## src/lpsl_pkg.sv

```systemverilog
// lpsl_pkg: shared constants and types for the LED PWM driver serial loader
// used by lpsl_store and led_pwm_driver_serial_loader; no dependencies
package lpsl_pkg;

  localparam int NUM_DRIVERS_DEF = 1;
  localparam int CH_PER_DRV      = 16;

  localparam int GRAY_W   = 12;
  localparam int DOT_W    = 6;
  localparam int BIT_W    = $clog2(GRAY_W);
  localparam int MODE_W   = 3;
  localparam int CHAN_W   = 8;
  localparam int VALUE_W  = 16;

  localparam logic [GRAY_W-1:0] GRAY_MAX = '1;
  localparam logic [DOT_W-1:0]  DOT_MAX  = '1;

  localparam logic [MODE_W-1:0] MODE_SET_GRAY = 3'd0;
  localparam logic [MODE_W-1:0] MODE_SET_DOT  = 3'd1;
  localparam logic [MODE_W-1:0] MODE_PROG_DOT = 3'd2;
  localparam logic [MODE_W-1:0] MODE_REFRESH  = 3'd3;
  localparam logic [MODE_W-1:0] MODE_TICK     = 3'd4;

  typedef struct packed {
    logic gray_we;
    logic dot_we;
  } store_wr_t;

endpackage

```

## src/lpsl_store.sv

```systemverilog
// lpsl_store: per-channel grayscale and dot-correction memories
// entries never written read as reset values through per-entry valid bits
// depends on lpsl_pkg
module lpsl_store #(
  parameter int CH = lpsl_pkg::CH_PER_DRV * lpsl_pkg::NUM_DRIVERS_DEF,
  parameter int AW = $clog2(CH)
) (
  input  logic                        clk,
  input  logic                        rst_n,
  input  lpsl_pkg::store_wr_t         wr,
  input  logic [AW-1:0]               waddr,
  input  logic [lpsl_pkg::GRAY_W-1:0] wgray,
  input  logic [lpsl_pkg::DOT_W-1:0]  wdot,
  input  logic [AW-1:0]               raddr,
  output logic [lpsl_pkg::GRAY_W-1:0] rd_gray,
  output logic [lpsl_pkg::DOT_W-1:0]  rd_dot
);

  logic [lpsl_pkg::GRAY_W-1:0] gray_mem [CH];
  logic [lpsl_pkg::DOT_W-1:0]  dot_mem  [CH];
  logic [CH-1:0]               gray_vld_r;
  logic [CH-1:0]               dot_vld_r;
  logic [lpsl_pkg::GRAY_W-1:0] gray_q_r;
  logic [lpsl_pkg::DOT_W-1:0]  dot_q_r;
  logic                        gray_qv_r;
  logic                        dot_qv_r;

  always_ff @(posedge clk) begin
    if (wr.gray_we) begin
      gray_mem[waddr] <= wgray;
    end
    if (wr.dot_we) begin
      dot_mem[waddr] <= wdot;
    end
    gray_q_r <= gray_mem[raddr];
    dot_q_r  <= dot_mem[raddr];
  end

  always_ff @(posedge clk) begin
    if (!rst_n) begin
      gray_vld_r <= '0;
      dot_vld_r  <= '0;
      gray_qv_r  <= 1'b0;
      dot_qv_r   <= 1'b0;
    end else begin
      if (wr.gray_we) begin
        gray_vld_r[waddr] <= 1'b1;
      end
      if (wr.dot_we) begin
        dot_vld_r[waddr] <= 1'b1;
      end
      gray_qv_r <= gray_vld_r[raddr];
      dot_qv_r  <= dot_vld_r[raddr];
    end
  end

  assign rd_gray = gray_qv_r ? gray_q_r : '0;
  assign rd_dot  = dot_qv_r ? dot_q_r : lpsl_pkg::DOT_MAX;

endmodule

```

## src/led_pwm_driver_serial_loader.sv

```systemverilog
// led_pwm_driver_serial_loader: command interface and bit-serial shifter for a
// cascade of 16-channel LED PWM drivers; depends on lpsl_pkg and lpsl_store
// result: registered, valid in the cycle after the input transaction
// throughput: one command per cycle while out_ready allows; a shift start stalls input
// shift: one serial bit per tick from a 12-bit shift register, next word prefetched
// reset: stores read as 0 / 63 via per-entry valid bits, no clearing pass
module led_pwm_driver_serial_loader #(
  parameter int NUM_DRIVERS = lpsl_pkg::NUM_DRIVERS_DEF
) (
  input  logic                         clk,
  input  logic                         rst_n,
  input  logic                         in_valid,
  output logic                         in_ready,
  input  logic [lpsl_pkg::MODE_W-1:0]  in_mode,
  input  logic [lpsl_pkg::CHAN_W-1:0]  in_channel,
  input  logic [lpsl_pkg::VALUE_W-1:0] in_value,
  output logic                         out_valid,
  input  logic                         out_ready,
  output logic                         out_serial_data,
  output logic                         out_clock_pulse,
  output logic                         out_latch_pulse,
  output logic                         out_blank_pulse,
  output logic                         out_program_select,
  output logic                         out_busy_res,
  output logic                         out_accepted
);

  localparam int CH   = lpsl_pkg::CH_PER_DRV * NUM_DRIVERS;
  localparam int AW   = $clog2(CH);
  localparam int GW   = lpsl_pkg::GRAY_W;
  localparam int DW   = lpsl_pkg::DOT_W;
  localparam int BW   = lpsl_pkg::BIT_W;
  localparam logic [AW-1:0] CH_TOP = AW'(CH - 1);
  localparam logic [BW-1:0] GRAY_TOP = BW'(GW - 1);
  localparam logic [BW-1:0] DOT_TOP  = BW'(DW - 1);

  typedef enum logic [1:0] {
    PH_IDLE,
    PH_DOT_SHIFT,
    PH_DOT_LATCH,
    PH_GRAY_SHIFT
  } phase_t;

  phase_t        phase_r, phase_nxt;
  logic [AW-1:0] ch_r, ch_nxt;
  logic [BW-1:0] bit_r, bit_nxt;
  logic [GW-1:0] shreg_r, shreg_nxt;
  logic          load_r, load_nxt;
  logic          new_gray_r, new_gray_nxt;
  logic          latch_pend_r, latch_pend_nxt;
  logic          sel_r, sel_nxt;

  logic out_valid_r, out_valid_nxt;
  logic out_sdata_r, out_sdata_nxt;
  logic out_clk_r, out_clk_nxt;
  logic out_latch_r, out_latch_nxt;
  logic out_blank_r, out_blank_nxt;
  logic out_sel_r, out_sel_nxt;
  logic out_busy_r, out_busy_nxt;
  logic out_acc_r, out_acc_nxt;

  logic                accept;
  logic                busy;
  logic                in_range;
  logic [GW-1:0]       gray_sat;
  logic [DW-1:0]       dot_sat;
  logic [GW-1:0]       load_word;
  logic [AW-1:0]       rd_addr;
  logic [GW-1:0]       rd_gray;
  logic [DW-1:0]       rd_dot;
  lpsl_pkg::store_wr_t wr;

  assign in_ready = !load_r && (!out_valid_r || out_ready);
  assign accept   = in_valid && in_ready;
  assign busy     = (phase_r != PH_IDLE);
  assign in_range = ({1'b0, in_channel} < 9'(CH));
  assign gray_sat = (|in_value[lpsl_pkg::VALUE_W-1:GW]) ? lpsl_pkg::GRAY_MAX : in_value[GW-1:0];
  assign dot_sat  = (|in_value[lpsl_pkg::VALUE_W-1:DW]) ? lpsl_pkg::DOT_MAX : in_value[DW-1:0];
  assign load_word = (phase_r == PH_DOT_SHIFT) ? {rd_dot, {(GW-DW){1'b0}}} : rd_gray;
  assign rd_addr  = load_nxt ? ch_nxt : ((ch_r == '0) ? '0 : ch_r - AW'(1));

  lpsl_store #(
    .CH (CH),
    .AW (AW)
  ) u_store (
    .clk     (clk),
    .rst_n   (rst_n),
    .wr      (wr),
    .waddr   (in_channel[AW-1:0]),
    .wgray   (gray_sat),
    .wdot    (dot_sat),
    .raddr   (rd_addr),
    .rd_gray (rd_gray),
    .rd_dot  (rd_dot)
  );

  always_comb begin
    phase_nxt      = phase_r;
    ch_nxt         = ch_r;
    bit_nxt        = bit_r;
    shreg_nxt      = shreg_r;
    load_nxt       = 1'b0;
    new_gray_nxt   = new_gray_r;
    latch_pend_nxt = latch_pend_r;
    sel_nxt        = sel_r;
    wr             = '0;
    out_valid_nxt  = out_valid_r;
    out_sdata_nxt  = out_sdata_r;
    out_clk_nxt    = out_clk_r;
    out_latch_nxt  = out_latch_r;
    out_blank_nxt  = out_blank_r;
    out_sel_nxt    = out_sel_r;
    out_busy_nxt   = out_busy_r;
    out_acc_nxt    = out_acc_r;

    if (load_r) begin
      shreg_nxt = load_word;
    end

    if (accept) begin
      out_sdata_nxt = 1'b0;
      out_clk_nxt   = 1'b0;
      out_latch_nxt = 1'b0;
      out_blank_nxt = 1'b0;
      out_acc_nxt   = 1'b1;
      if (busy && in_mode <= lpsl_pkg::MODE_REFRESH) begin
        out_acc_nxt = 1'b0;
      end else begin
        unique case (in_mode)
          lpsl_pkg::MODE_SET_GRAY: begin
            if (in_range) begin
              wr.gray_we   = 1'b1;
              new_gray_nxt = 1'b1;
            end
          end
          lpsl_pkg::MODE_SET_DOT: begin
            if (in_range) begin
              wr.dot_we = 1'b1;
            end
          end
          lpsl_pkg::MODE_PROG_DOT: begin
            sel_nxt   = 1'b1;
            phase_nxt = PH_DOT_SHIFT;
            ch_nxt    = CH_TOP;
            bit_nxt   = DOT_TOP;
            load_nxt  = 1'b1;
          end
          lpsl_pkg::MODE_REFRESH: begin
            out_blank_nxt = 1'b1;
            if (sel_r) begin
              sel_nxt     = 1'b0;
              out_clk_nxt = 1'b1;
            end
            if (latch_pend_r) begin
              latch_pend_nxt = 1'b0;
              out_latch_nxt  = 1'b1;
            end
            if (new_gray_r) begin
              new_gray_nxt = 1'b0;
              phase_nxt    = PH_GRAY_SHIFT;
              ch_nxt       = CH_TOP;
              bit_nxt      = GRAY_TOP;
              load_nxt     = 1'b1;
            end
          end
          lpsl_pkg::MODE_TICK: begin
            unique case (phase_r)
              PH_DOT_SHIFT, PH_GRAY_SHIFT: begin
                out_sdata_nxt = shreg_r[GW-1];
                out_clk_nxt   = 1'b1;
                shreg_nxt     = {shreg_r[GW-2:0], 1'b0};
                if (bit_r == '0) begin
                  if (ch_r == '0) begin
                    if (phase_r == PH_DOT_SHIFT) begin
                      phase_nxt = PH_DOT_LATCH;
                    end else begin
                      phase_nxt      = PH_IDLE;
                      latch_pend_nxt = 1'b1;
                    end
                  end else begin
                    ch_nxt    = ch_r - AW'(1);
                    bit_nxt   = (phase_r == PH_DOT_SHIFT) ? DOT_TOP : GRAY_TOP;
                    shreg_nxt = load_word;
                  end
                end else begin
                  bit_nxt = bit_r - BW'(1);
                end
              end
              PH_DOT_LATCH: begin
                out_latch_nxt = 1'b1;
                phase_nxt     = PH_IDLE;
              end
              default: begin
              end
            endcase
          end
          default: begin
            out_acc_nxt = 1'b0;
          end
        endcase
      end
      out_sel_nxt   = sel_nxt;
      out_busy_nxt  = (phase_nxt != PH_IDLE);
      out_valid_nxt = 1'b1;
    end else if (out_ready) begin
      out_valid_nxt = 1'b0;
    end
  end

  always_ff @(posedge clk) begin
    if (!rst_n) begin
      phase_r      <= PH_IDLE;
      ch_r         <= '0;
      bit_r        <= '0;
      load_r       <= 1'b0;
      new_gray_r   <= 1'b0;
      latch_pend_r <= 1'b0;
      sel_r        <= 1'b1;
      out_valid_r  <= 1'b0;
    end else begin
      phase_r      <= phase_nxt;
      ch_r         <= ch_nxt;
      bit_r        <= bit_nxt;
      load_r       <= load_nxt;
      new_gray_r   <= new_gray_nxt;
      latch_pend_r <= latch_pend_nxt;
      sel_r        <= sel_nxt;
      out_valid_r  <= out_valid_nxt;
    end
    shreg_r     <= shreg_nxt;
    out_sdata_r <= out_sdata_nxt;
    out_clk_r   <= out_clk_nxt;
    out_latch_r <= out_latch_nxt;
    out_blank_r <= out_blank_nxt;
    out_sel_r   <= out_sel_nxt;
    out_busy_r  <= out_busy_nxt;
    out_acc_r   <= out_acc_nxt;
  end

  assign out_valid          = out_valid_r;
  assign out_serial_data    = out_sdata_r;
  assign out_clock_pulse    = out_clk_r;
  assign out_latch_pulse    = out_latch_r;
  assign out_blank_pulse    = out_blank_r;
  assign out_program_select = out_sel_r;
  assign out_busy_res       = out_busy_r;
  assign out_accepted       = out_acc_r;

  a_load_single: assert property (@(posedge clk) disable iff (!rst_n)
    load_r |=> !load_r)
    else $error("store load lasted more than one cycle");

  a_dot_select: assert property (@(posedge clk) disable iff (!rst_n)
    (phase_r == PH_DOT_SHIFT || phase_r == PH_DOT_LATCH) |-> sel_r)
    else $error("program select low during dot correction");

  a_reject_quiet: assert property (@(posedge clk) disable iff (!rst_n)
    (out_valid_r && !out_acc_r) |-> !(out_clk_r || out_latch_r || out_blank_r))
    else $error("pulse on an ignored command");

  a_data_clock: assert property (@(posedge clk) disable iff (!rst_n)
    (out_valid_r && out_sdata_r) |-> out_clk_r)
    else $error("serial data without clock pulse");

endmodule

```

## config.mk

```make
export PLATFORM = sky130hd
export DESIGN_NAME = led_pwm_driver_serial_loader
export DESIGN_NICKNAME = d
export VERILOG_FILES = /design/src/lpsl_pkg.sv /design/src/lpsl_store.sv /design/src/led_pwm_driver_serial_loader.sv
export SDC_FILE = /design/constraint.sdc
export NUM_CORES = 1
export LEC_CHECK = 0
export BUFFER_PORTS_ARGS = -buffer_cell sky130_fd_sc_hd__buf_4
export CORE_ASPECT_RATIO = 1.75
export CORE_MARGIN = 5
export CORE_UTILIZATION = 45
export CTS_BUF_LIST = sky130_fd_sc_hd__clkbuf_8
export DETAILED_ROUTE_END_ITERATION = 6
export GPL_TIMING_DRIVEN = 0
export HOLD_SLACK_MARGIN = 0.06
export REMOVE_ABC_BUFFERS = 1
export SYNTH_ARGS = -nofsm -noshare
export SYNTH_HDL_FRONTEND = slang
export SYNTH_HIERARCHICAL = 1
export SYNTH_SLANG_ARGS = --single-unit
```

## constraint.sdc

```tcl
create_clock -name clk -period 2.49 [get_ports clk]
set_input_delay 0.249 -clock clk [delete_from_list [all_inputs] [get_ports clk]]
set_output_delay 0.249 -clock clk [all_outputs]
set_load 0.02 [all_outputs]
```

[Yosys cells after proc, flatten, opt, wreduce, memory -nomap -nowiden]
Memories as Yosys holds them, arrays and structs flattened. A register that Yosys moved wholly into a read port is not among the register bits.
Index checks and enable logic that the tools add are counted.
Operators by class
  $add $sub $neg: 2
  multipliers: 0
  divide/modulo/power cells: 0
  $lt $le $gt $ge: 5
  eq/ne operators: 14
  shift-type cells: 0
  multiplexer cells: 73
  bitwise operators: 5
  reductions and logical operators: 24
Operator list (number)
  12-bit two-way mux: 10
  4-bit two-way mux: 13
  16-bit OR: 2
  1-bit two-way mux: 27
  4-bit one-hot mux with 3 select lines: 2
  2-bit two-way mux: 8
  6-bit two-way mux: 2
  2-bit inequality test, second input constant: 6
  1-bit one-hot mux with 2 select lines: 6
  4-bit by 5-bit less-than comparator with 1-bit output, second input constant: 2
  2-bit nonzero test: 5
  10-bit OR reduction: 1
  1-bit binary-select mux with 4-bit select: 2
  4-bit logical NOT: 2
  8-bit by 5-bit less-than comparator with 1-bit output, second input constant: 1
  4-bit by 1-bit subtractor with 4-bit output, second input constant: 2
  7-bit AND reduction: 1
  3-bit by 2-bit equality test with 1-bit output, second input constant: 2
  2-bit one-hot mux with 3 select lines: 1
  6-bit AND reduction: 1
  5-bit OR reduction: 1
  1-bit demux with 4-bit select: 1
  2-bit equality test, second input constant: 2
  4-bit by 1-bit >= comparator with 1-bit output, second input constant: 1
  16 further kinds: 22
Storage, ports and cells
  flip-flop bits (word level): 68
  bits in latches: 0
  RAM bits: 288
  bits in read-only memories: 0
  input bits: 31
  output and inout port bits: 9
  word-level logic and storage cells: 145
  memories: 2
Memories
  u_store.gray_mem: depth 16, width 12, rd ports 1, clocked after Yosys merged registers in 1, wr ports 1, line lpsl_store.sv:19  | logic [lpsl_pkg::GRAY_W-1:0] gray_mem [CH];
  u_store.dot_mem: depth 16, width 6, rd ports 1, clocked after Yosys merged registers in 1, wr ports 1, line lpsl_store.sv:20  | logic [lpsl_pkg::DOT_W-1:0] dot_mem [CH];

[Logic depth before layout (Yosys ltp)]
Gate-level depths: netlist of run 1.
  depth after elaboration: 10
  gate-level depth with buffers: 13
  depth with buffers taken out: 10

[Modules after synthesis]
Netlist of run 1, hierarchy kept.
By module, submodules not included
  lpsl_store: instances 1, cells an instance 640, area an instance 12742.2 µm², sequential area each 9689.3 µm²
  led_pwm_driver_serial_loader: instances 1, cells an instance 256, area an instance 2431.1 µm², sequential area each 750.7 µm²

[Worst setup path after synthesis of run 1]
OpenSTA, ideal clock, no wires.
  path kind: reg-to-reg
  start: reg out_valid_r, in the netlist out_valid
  end: reg u_store/dot_q_r[1] (netlist bit) (read register of u_store.dot_mem)
  setup time: 0.120 ns
  arrival: 2.474 ns
  required time: 2.370 ns
  path slack: -0.104 ns
  cell stages (with the launch flop): 10
  path buffers: 2
  period minus slack after synthesis: 2.594 ns
  cells stage by stage: dfxtp_1 > nand2b_1 > nand2_1 > or4_4 > nand2b_1 > buf_6 > buf_2 > mux4_2 > a22oi_1 > nand2_1
On the way
  longest elaborated chain between the ends: 6
  elaborated cells between the ends (all ways): 7
  those cells by class: mux (3); reduce/logical (4)
Ends and longest elaborated chain
  start, declared: line led_pwm_driver_serial_loader.sv:53  | logic out_valid_r, out_valid_nxt;
  start signal, assigned: line led_pwm_driver_serial_loader.sv:228  | out_valid_r <= out_valid_nxt;
  1-bit logical NOT *: line led_pwm_driver_serial_loader.sv:73  | assign in_ready = !load_r && (!out_valid_r || out_ready);
  1-bit logical OR *: line led_pwm_driver_serial_loader.sv:73
  1-bit logical AND *: line led_pwm_driver_serial_loader.sv:73
  1-bit logical AND *: line led_pwm_driver_serial_loader.sv:74  | assign accept = in_valid && in_ready;
  4-bit two-way mux or 1-bit two-way mux (tied branches): line led_pwm_driver_serial_loader.sv:120  | if (accept) begin
  4-bit two-way mux *: line led_pwm_driver_serial_loader.sv:80  | assign rd_addr = load_nxt ? ch_nxt : ((ch_r == '0) ? '0 : ch_r - AW'(1));
  via rd_addr[0]: line led_pwm_driver_serial_loader.sv:68  | logic [AW-1:0] rd_addr;
  end, declared: line lpsl_store.sv:24  | logic [lpsl_pkg::DOT_W-1:0] dot_q_r;
Mark *: on every way through the listed nets, which the timed path passes. The rest lies on a longest branch.
A chain may end at the register's enable or synchronous reset.

[Worst setup path in the final report of run 1]
  start: reg load_r
  end: reg u_store/gray_q_r[4] (netlist bit) (read register of u_store.gray_mem)
On the way
  longest elaborated chain between the ends: 5
  elaborated cells between the ends (all ways): 6
  those cells by class: mux (3); reduce/logical (3)
Ends and longest elaborated chain
  start, declared: line led_pwm_driver_serial_loader.sv:48  | logic load_r, load_nxt;
  start signal, assigned: line led_pwm_driver_serial_loader.sv:224  | load_r <= load_nxt;
  1-bit logical NOT *: line led_pwm_driver_serial_loader.sv:73
  1-bit logical AND *: line led_pwm_driver_serial_loader.sv:73
  1-bit logical AND *: line led_pwm_driver_serial_loader.sv:74
  4-bit two-way mux or 1-bit two-way mux (tied branches): line led_pwm_driver_serial_loader.sv:120
  4-bit two-way mux *: line led_pwm_driver_serial_loader.sv:80
  via rd_addr[1]: line led_pwm_driver_serial_loader.sv:68
  end, declared: line lpsl_store.sv:23  | logic [lpsl_pkg::GRAY_W-1:0] gray_q_r;
Marked as above.

==> key figures, run 1 <==
Flow run
  – Number of max-cap violations: 0

Routing
  – Post-DRT Antenna Nets: 0
  – Vias: 8,584
  – Drt wl/cell: 24.62 um
  – DRC viols: 0
  – Iter 0 DRT Violations: around 480
  – Via density: about 5.6
  – Count of TritonRoute iterations in the first routing pass: 4
  – Post-Route WL: ~38,000 um

GRT
  – Initial antenna violation count: 1
  – First-pass GRT wire length: about 56,000 um
  – Grt ovf: 0
  – Total GRT Usage: around a fifth
  – Largest net degree at the start of global routing: 47
  – Vias in the first global route: around 9,000

Yosys
  – Compound-gate portion of the synthesized area: 6.531%
  – Largest family of logic cells by synthesized area: multiplexers
  – Share of the synthesized area in the top cell type: approximately three fifths
  – Yosys top cell by area: edfxtp_1
  – Post-synthesis adder-cell area fraction: less than 1%
  – Synthesized area per cell: roughly 17 um^2
  – Most common cell in the netlist: edfxtp_1
  – Synth Flop Type: edfxtp_1
  – Seq/Total Area, Yosys: between 60% and 70%
  – Area contributors post-synth: edfxtp_1, mux4_2, dfxtp_1
  – Multiplexer area fraction after synthesis: between 10% and 20%
  – #FFs+latches synth: around 370
  – Synth async-reset ratio: 0%
  – Synth Warn #: 6
  – Cell count after synthesis: between 800 and 900
  – Post-Synth Simple-Gate Area: ~8.4%
  – Mapped Area: around 15,000 um^2
  – Number of distinct library cells after synthesis: 72
  – Xor and xnor area share after synthesis: less than 1%
  – Synth top cells by count: edfxtp_1, dfxtp_1, mux4_2
  – Post-synth EDFFs: slightly below 300

Worst setup path
  – Top delay family on crit path: simple AND/OR/NAND/NOR gates
  – Worst R2R Start: load_r
  – Reg2Reg Setup Slack: -0.13 ns
  – CP Capture Type: register
  – Crit path DAT: about 3 ns
  – Crit path max fanout: 23
  – Slowest stage cell, crit path: or4_4
  – CP cell instances: and2b_2 -> nand2_4 -> or4_4 -> buf_4 -> o21ai_4 -> buf_12 -> buf_16 -> mux4_2 -> a22oi_2 -> nand2_2
  – CP startpoint kind: register
  – Crit. path cell count: 10
  – Crit path launch: load_r
  – WS Path Type: register to register
  – Number of cells on the worst reg-to-reg path: 10
  – CP bufs+invs: 3
  – Critical Path Max Stage Delay: 0.45 ns
  – R2r endpoint: u_store/gray_q_r[4]
  – CP required: around 2.9 ns

Clock tree
  – TritonCTS clock tree: done
  – CTS buffer count: 52
  – Clk sinks: 374
  – Root buf cell: clkbuf_8
  – H-tree level count: 2
  – Clock transition at path regs: approximately 0.060 ns
  – Worst skew pair latency: 0.60 ns
  – Clock buffer depth: 3

Power and ir drop
  – Combinational Power Share: about a tenth
  – Clk pwr share: 35.8%
  – IR Drop Worst-Case VDD: 0.0003974 V
  – Pint: around 9700 uW
  – Sw Ratio: roughly a quarter
  – Reg power frac: between 50% and 60%
  – PwrDens: 677.8 nW/um^2
  – NetSw: between 2000 and 3000 uW
  – Leak Pwr: a little under 0.007 uW
  – Power Total: roughly 13,000 uW

Place
  – Post-Place Cell Area: 16,210 um^2
  – Global placer's final weighted congestion: about 0.81
  – Post-DP HPWL: 23,270 um
  – Number of port buffers: 39

Timing
  – Worst Skew: 0.02639 ns
  – Slew at the pin closest to its max-slew limit: 0.8176 ns
  – FMAX: 0.3816 GHz
  – Fin Setup TNS: -1.307 ns
  – Final setup violation count: 17
  – RSZ-0062 raised after global routing: true
  – Final hold violation count: 0
  – Slew Limit Fails: 0
  – Slew headroom: between 40% and 50%
  – Period utilisation layout: 105.2%
  – Setup WS post-layout: -0.1303 ns
  – Post-route minimum period: 2.620 ns

Cells and area
  – Design Area, Final: 18,640 um^2
  – Util after Layout: 55.60%
  – Area growth syn-to-layout: 22.83%
  – Final nets: 1,061
  – Share of cells above drive strength 1: 38.13%
  – Filler instances: 2,591

Min path
  – WHS Path Cells: 2
  – Endpoint of the worst hold path: sel_r
  – Min-delay src: rst_n
  – Hold WC Path Type: primary input to register

Die
  – Die span in x: 148.8 um
  – Core Region: ~34,000 um^2
  – Initial core utilization: a little under half
  – Die height: about 250 um
  – Row cnt: between 80 and 90
  – Die area: about 38,000 um^2
  – IO Pins: 40

Outcome
  – Outcome: finished with violations
  – Violated checks: setup timing
==> cells in the final DEF, fill, tap and decap left out, types with 28 or more instances in the layout <==
cell type	synthesis	routed
dfxtp_1	79	74
mux4_2	72	72
nand2b_1	32	30
a22oi_2	7	36
o21a_1	32	32
mux2i_1	38	34
edfxtp_1	295	295
inv_1	8	28
nand2_1	44	32
buf_4	8	68
clkbuf_8	0	63
==> state kept, by name (all words and copies together) (netlist names), 4 cells and up <==
register            cells
shreg_r                12
u_store/dot_mem        96
u_store/gray_mem      192
u_store/dot_vld_r      16
u_store/gray_q_r       12
bit_r                   4
u_store/gray_vld_r     16
u_store/dot_q_r         6
ch_r                    4
==> metrics by stage <==
| step | setup WS [ns] | hold slack [ns] | cells |
|---|---|---|---|
| finish | -0.1303 | 0.1029 | 1526 |
| global route | -0.1771 | 0.09562 | 1526 |
| CTS | -0.1351 | 0.06556 | 1516 |
| detailed placement | -1.596 | 0.4530 | 1365 |
| global placement | -10.80 | 0.4452 | 1341 |
| floorplan | -4.820 | 0.3252 | 847 |
==> routing by layer <==
layer	global-route usage, %	vias to the layer above	share of wire [%]
met4	7.173	0	3.3
met1	21.94	4498	35
met2	39.09	185	58
li1	-	3835	-
met3	2.954	66	3.6
met5	0	-	0
==> how the worst max path moves through the flow <==
| stage | slack (ns) | end |
|---|---|---|
| floorplan | -4.82 | u_store/gray_q_r[10] |
| global placement | -10.80 | u_store/gray_q_r[1] |
| detailed placement | -1.60 | u_store/gray_q_r[1] |
| CTS | -0.14 | u_store/gray_q_r[4] |
| global route | -0.18 | u_store/dot_q_r[3] |
| finish | -0.13 | u_store/gray_q_r[4] |
==> logic make-up after synthesis <==
| logic type | count (synthesis) |
|---|---|
| buffers and inverters | 57 |
| AND/OR/NAND/NOR | 215 |
| adder cells (fa/ha/maj) | 4 |
| XOR/XNOR | 1 |
| AO/OA/AOI/OAI | 128 |
| multiplexers | 117 |
| flip-flops | 374 |
==> power groups by stage <==
stage	Combinational [uW]	Clock (uW)	Sequential (uW)
floorplan	634	0	6920
global placement	982	0	6920
detailed placement	933	0	6920
CTS	1310	4660	6790
global route	1400	4940	6790
finish	1320	4520	6790
==> final cells by class <==
cell class	instances	area, um^2	area share [%]
Clock inverter	35	146.4	0.7854
Clock buffer	63	867.1	4.652
Multi-Input combinational cell	465	4921	26.40
Antenna cell	1	2.502	0.01343
Timing Repair Buffer	125	1645	8.828
Sequential cell	374	10450	56.09
Tap cell	455	569.3	3.055
Inverter	8	32.53	0.1745
==> what timing repair did <==
action,in CTS,in global routing
resized for setup,115,25
setup endpoints to repair,340,205
endpoints found under the hold margin,1,0
hold buffers,2,0
gates cloned,12,1
setup buffers,39,10
pin swaps,43,27
Note: power is estimated with default switching activity, not from simulation.
==> run 2: changes to the inputs <==
--- a/config.mk
+++ b/config.mk
@@ -8,11 +8,12 @@
 export BUFFER_PORTS_ARGS = -buffer_cell sky130_fd_sc_hd__buf_4
 export CORE_ASPECT_RATIO = 1.75
 export CORE_MARGIN = 5
-export CORE_UTILIZATION = 45
+export CORE_UTILIZATION = 58
 export CTS_BUF_LIST = sky130_fd_sc_hd__clkbuf_8
 export DETAILED_ROUTE_END_ITERATION = 6
 export GPL_TIMING_DRIVEN = 0
 export HOLD_SLACK_MARGIN = 0.06
+export PLACE_DENSITY = 0.78
 export REMOVE_ABC_BUFFERS = 1
 export SYNTH_ARGS = -nofsm -noshare
 export SYNTH_HDL_FRONTEND = slang
==> constraint.sdc (replaced) <==
create_clock -name clk -period 2.49 [get_ports clk]
set_input_delay 0.498 -clock clk [delete_from_list [all_inputs] [get_ports clk]]
set_output_delay 0.498 -clock clk [all_outputs]
set_load 0.02 [all_outputs]
==> run 2 against run 1 <==
- largest power group unchanged
- combinational power is essentially flat
- maximum frequency shrank 0.74%
- clock skew is essentially flat
- via count grew 5.8%
- worst hold slack gained 0.21 ns
- routed wire length grew 4.3%
- die area shrank 21%
- register-to-register slack lost 0.02 ns
- the flow still finishes with violations (setup timing)
==> key figures, run 2 (synthesis results as in run 1) <==
Outcome
  – Outcome: finished with violations
  – Violated checks: setup timing

Power and ir drop
  – PwrDens: a little under 700 nW/um^2
  – Power Total: 12,680 uW
  – IR Drop Worst-Case VDD: roughly 0.00066 V
  – Leak Pwr: roughly 0.0068 uW

Worst setup path
  – Crit path launch: load_r
  – R2r endpoint: u_store/gray_q_r[1]
  – CP endpoint: u_store/gray_q_r[1]
  – CP required: between 2 and 3 ns
  – CP bufs+invs: 3
  – CP Capture Type: register
  – Crit path DAT: approximately 3.1 ns
  – Number of cells on the worst reg-to-reg path: 10
  – WS Path Type: register to register
  – Crit. path cell count: 10
  – Crit path max fanout: 5
  – CP startpoint kind: register
  – Top delay family on crit path: simple AND/OR/NAND/NOR gates
  – CP cell instances: and2b_2 -> nand2_4 -> or4_4 -> nand2b_4 -> buf_12 -> buf_12 -> buf_16 -> mux4_2 -> a22oi_2 -> nand2_2
  – Critical Path Max Stage Delay: between 0.5 and 0.6 ns
  – Reg2Reg Setup Slack: -0.15 ns
  – Worst R2R Start: load_r
  – Slowest stage cell, crit path: mux4_2
  – Most used cell, CP: buf_12

Clock tree
  – Clk sinks: 374
  – Clock buffer depth: 3
  – Worst skew pair latency: about 0.59 ns
  – H-tree level count: 2
  – TritonCTS clock tree: done
  – Root buf cell: clkbuf_8
  – Clock transition at path regs: 0.06 ns
  – CTS Hold Bufs: 0
  – CTS buffer count: 50

Timing
  – Post-route minimum period: 2.640 ns
  – Slew at the pin closest to its max-slew limit: about 0.89 ns
  – FMAX: between 0.3 and 0.4 GHz
  – Worst Hold Margin: about 0.31 ns
  – Fin Setup TNS: -2.979 ns
  – Final setup violation count: 58
  – RSZ-0062 raised after global routing: true
  – Worst Skew: 0.02615 ns
  – Slew Limit Fails: 0
  – Final hold violation count: 0
  – Period utilisation layout: 106.0%
  – Slew headroom: between 40 and 50%
  – Setup WS post-layout: -0.1499 ns

Routing
  – Post-DRT Antenna Nets: 0
  – Post-Route WL: 39,200 um
  – Count of TritonRoute iterations in the first routing pass: 6
  – Vias: about 9,000
  – DRC viols: 0
  – Iter 0 DRT Violations: between 800 and 900
  – Drt wl/cell: 28.45 um
  – Via density: 6.590

Place
  – Global placer's final weighted congestion: about 0.83
  – Dpl ws: -1.347 ns
  – Number of port buffers: 39
  – Post-DP HPWL: 22,390 um

Cells and area
  – Largest Register: u_store/gray_mem
  – Most frequent cells in the layout: edfxtp_1, dfxtp_1, mux4_2
  – Share of cells above drive strength 1: between 30% and 40%
  – Largest register FFs: 192
  – Final nets: around 1,100
  – Diode count: 0
  – Commonest non-fill, non-tap cell in the layout: edfxtp_1
  – Area growth syn-to-layout: 21.45%
  – Biggest regs: u_store/gray_mem: 192 flops, u_store/dot_mem: 96 flops
  – Filler instances: 1,466

GRT
  – Largest net degree at the start of global routing: 47
  – First-pass GRT wire length: approximately 57,000 um
  – Initial antenna violation count: 0
  – Met1 usage: slightly below 30%
  – Met3 Resource Use GR: under 10%
  – Top Usage Layer GRT: met2
  – Vias in the first global route: between 9,000 and 10,000
  – Grt ovf: 0
  – Met2 Use GR: 46.35%
  – Total GRT Usage: approximately a quarter

Min path
  – WHS Path Cells: 3
  – Min-delay src: in_valid
  – Hold WC Path Type: primary input to register

Die
  – IO Pins: 40
  – Row cnt: 78
  – Core Region: 25,860 um^2
  – Die height: between 200 and 250 um
  – Initial core utilization: between 50 and 60%
  – Die area: between 20,000 and 30,000 um^2
  – Die span in x: between 100 and 150 um

Flow run
  – Number of max-cap violations: 0
-- run 2: worst min-delay path, delay by kind of cell --
family	cells	cell delay [ns]
AO/OA/AOI/OAI	1	0.10
buffers and inverters	1	0.12
AND/OR/NAND/NOR	1	0.13
-- run 2: through the flow --
step / instance area, um^2 / utilization, % / cells
global placement: 15570 / 60.19 / 1206
global route: 18430 / 71.25 / 1378
finish: 18430 / 71.25 / 1378
CTS: 18120 / 70.06 / 1363
floorplan: 14870 / - / 847
detailed placement: 16030 / 61.99 / 1227
-- run 2: layout make-up --
class | count | area [um^2] | share of cell area [%]
inverters | 8 | 32.53 | 0.1765
multi-input cells | 466 | 4926 | 26.73
repair buffers | 119 | 1633 | 8.861
clock inverters | 38 | 254.0 | 1.378
well taps | 320 | 400.4 | 2.173
flip-flops and latches | 374 | 10450 | 56.72
clock buffers | 53 | 729.5 | 3.958
-- run 2: worst min path at each step --
stage                            endpoint
floorplan            u_store/dot_vld_r[0]
global placement    u_store/gray_vld_r[3]
detailed placement   u_store/dot_vld_r[0]
CTS                             out_valid
global route                    out_valid
finish                          out_valid
-- run 2: timing repair --
action                     4_1_cts  5_1_grt
gates cloned                    11        1
pin swaps                       40       29
gates resized for setup        115       25
setup endpoints to repair      434      291
buffers inserted                34       14
hold endpoints to repair         0        0
-- run 2: report_power, final --
| group | switching (uW) | leakage (uW) | internal [uW] |
|---|---|---|---|
| clock | 2270 | 0.000541 | 2300 |
| sequential | 50.3 | 0.00405 | 6740 |
| combinational | 685 | 0.00223 | 641 |
-- run 2: layer usage --
layer  vias to the layer above  part of all wire [%]  wire, um
met3                       145                   7.4      2915
met5                         -                     0         0
met1                      4606                    33     12770
met2                       518                    54     21220
met4                         0                   5.9      2298
li1                       3812                     -         -
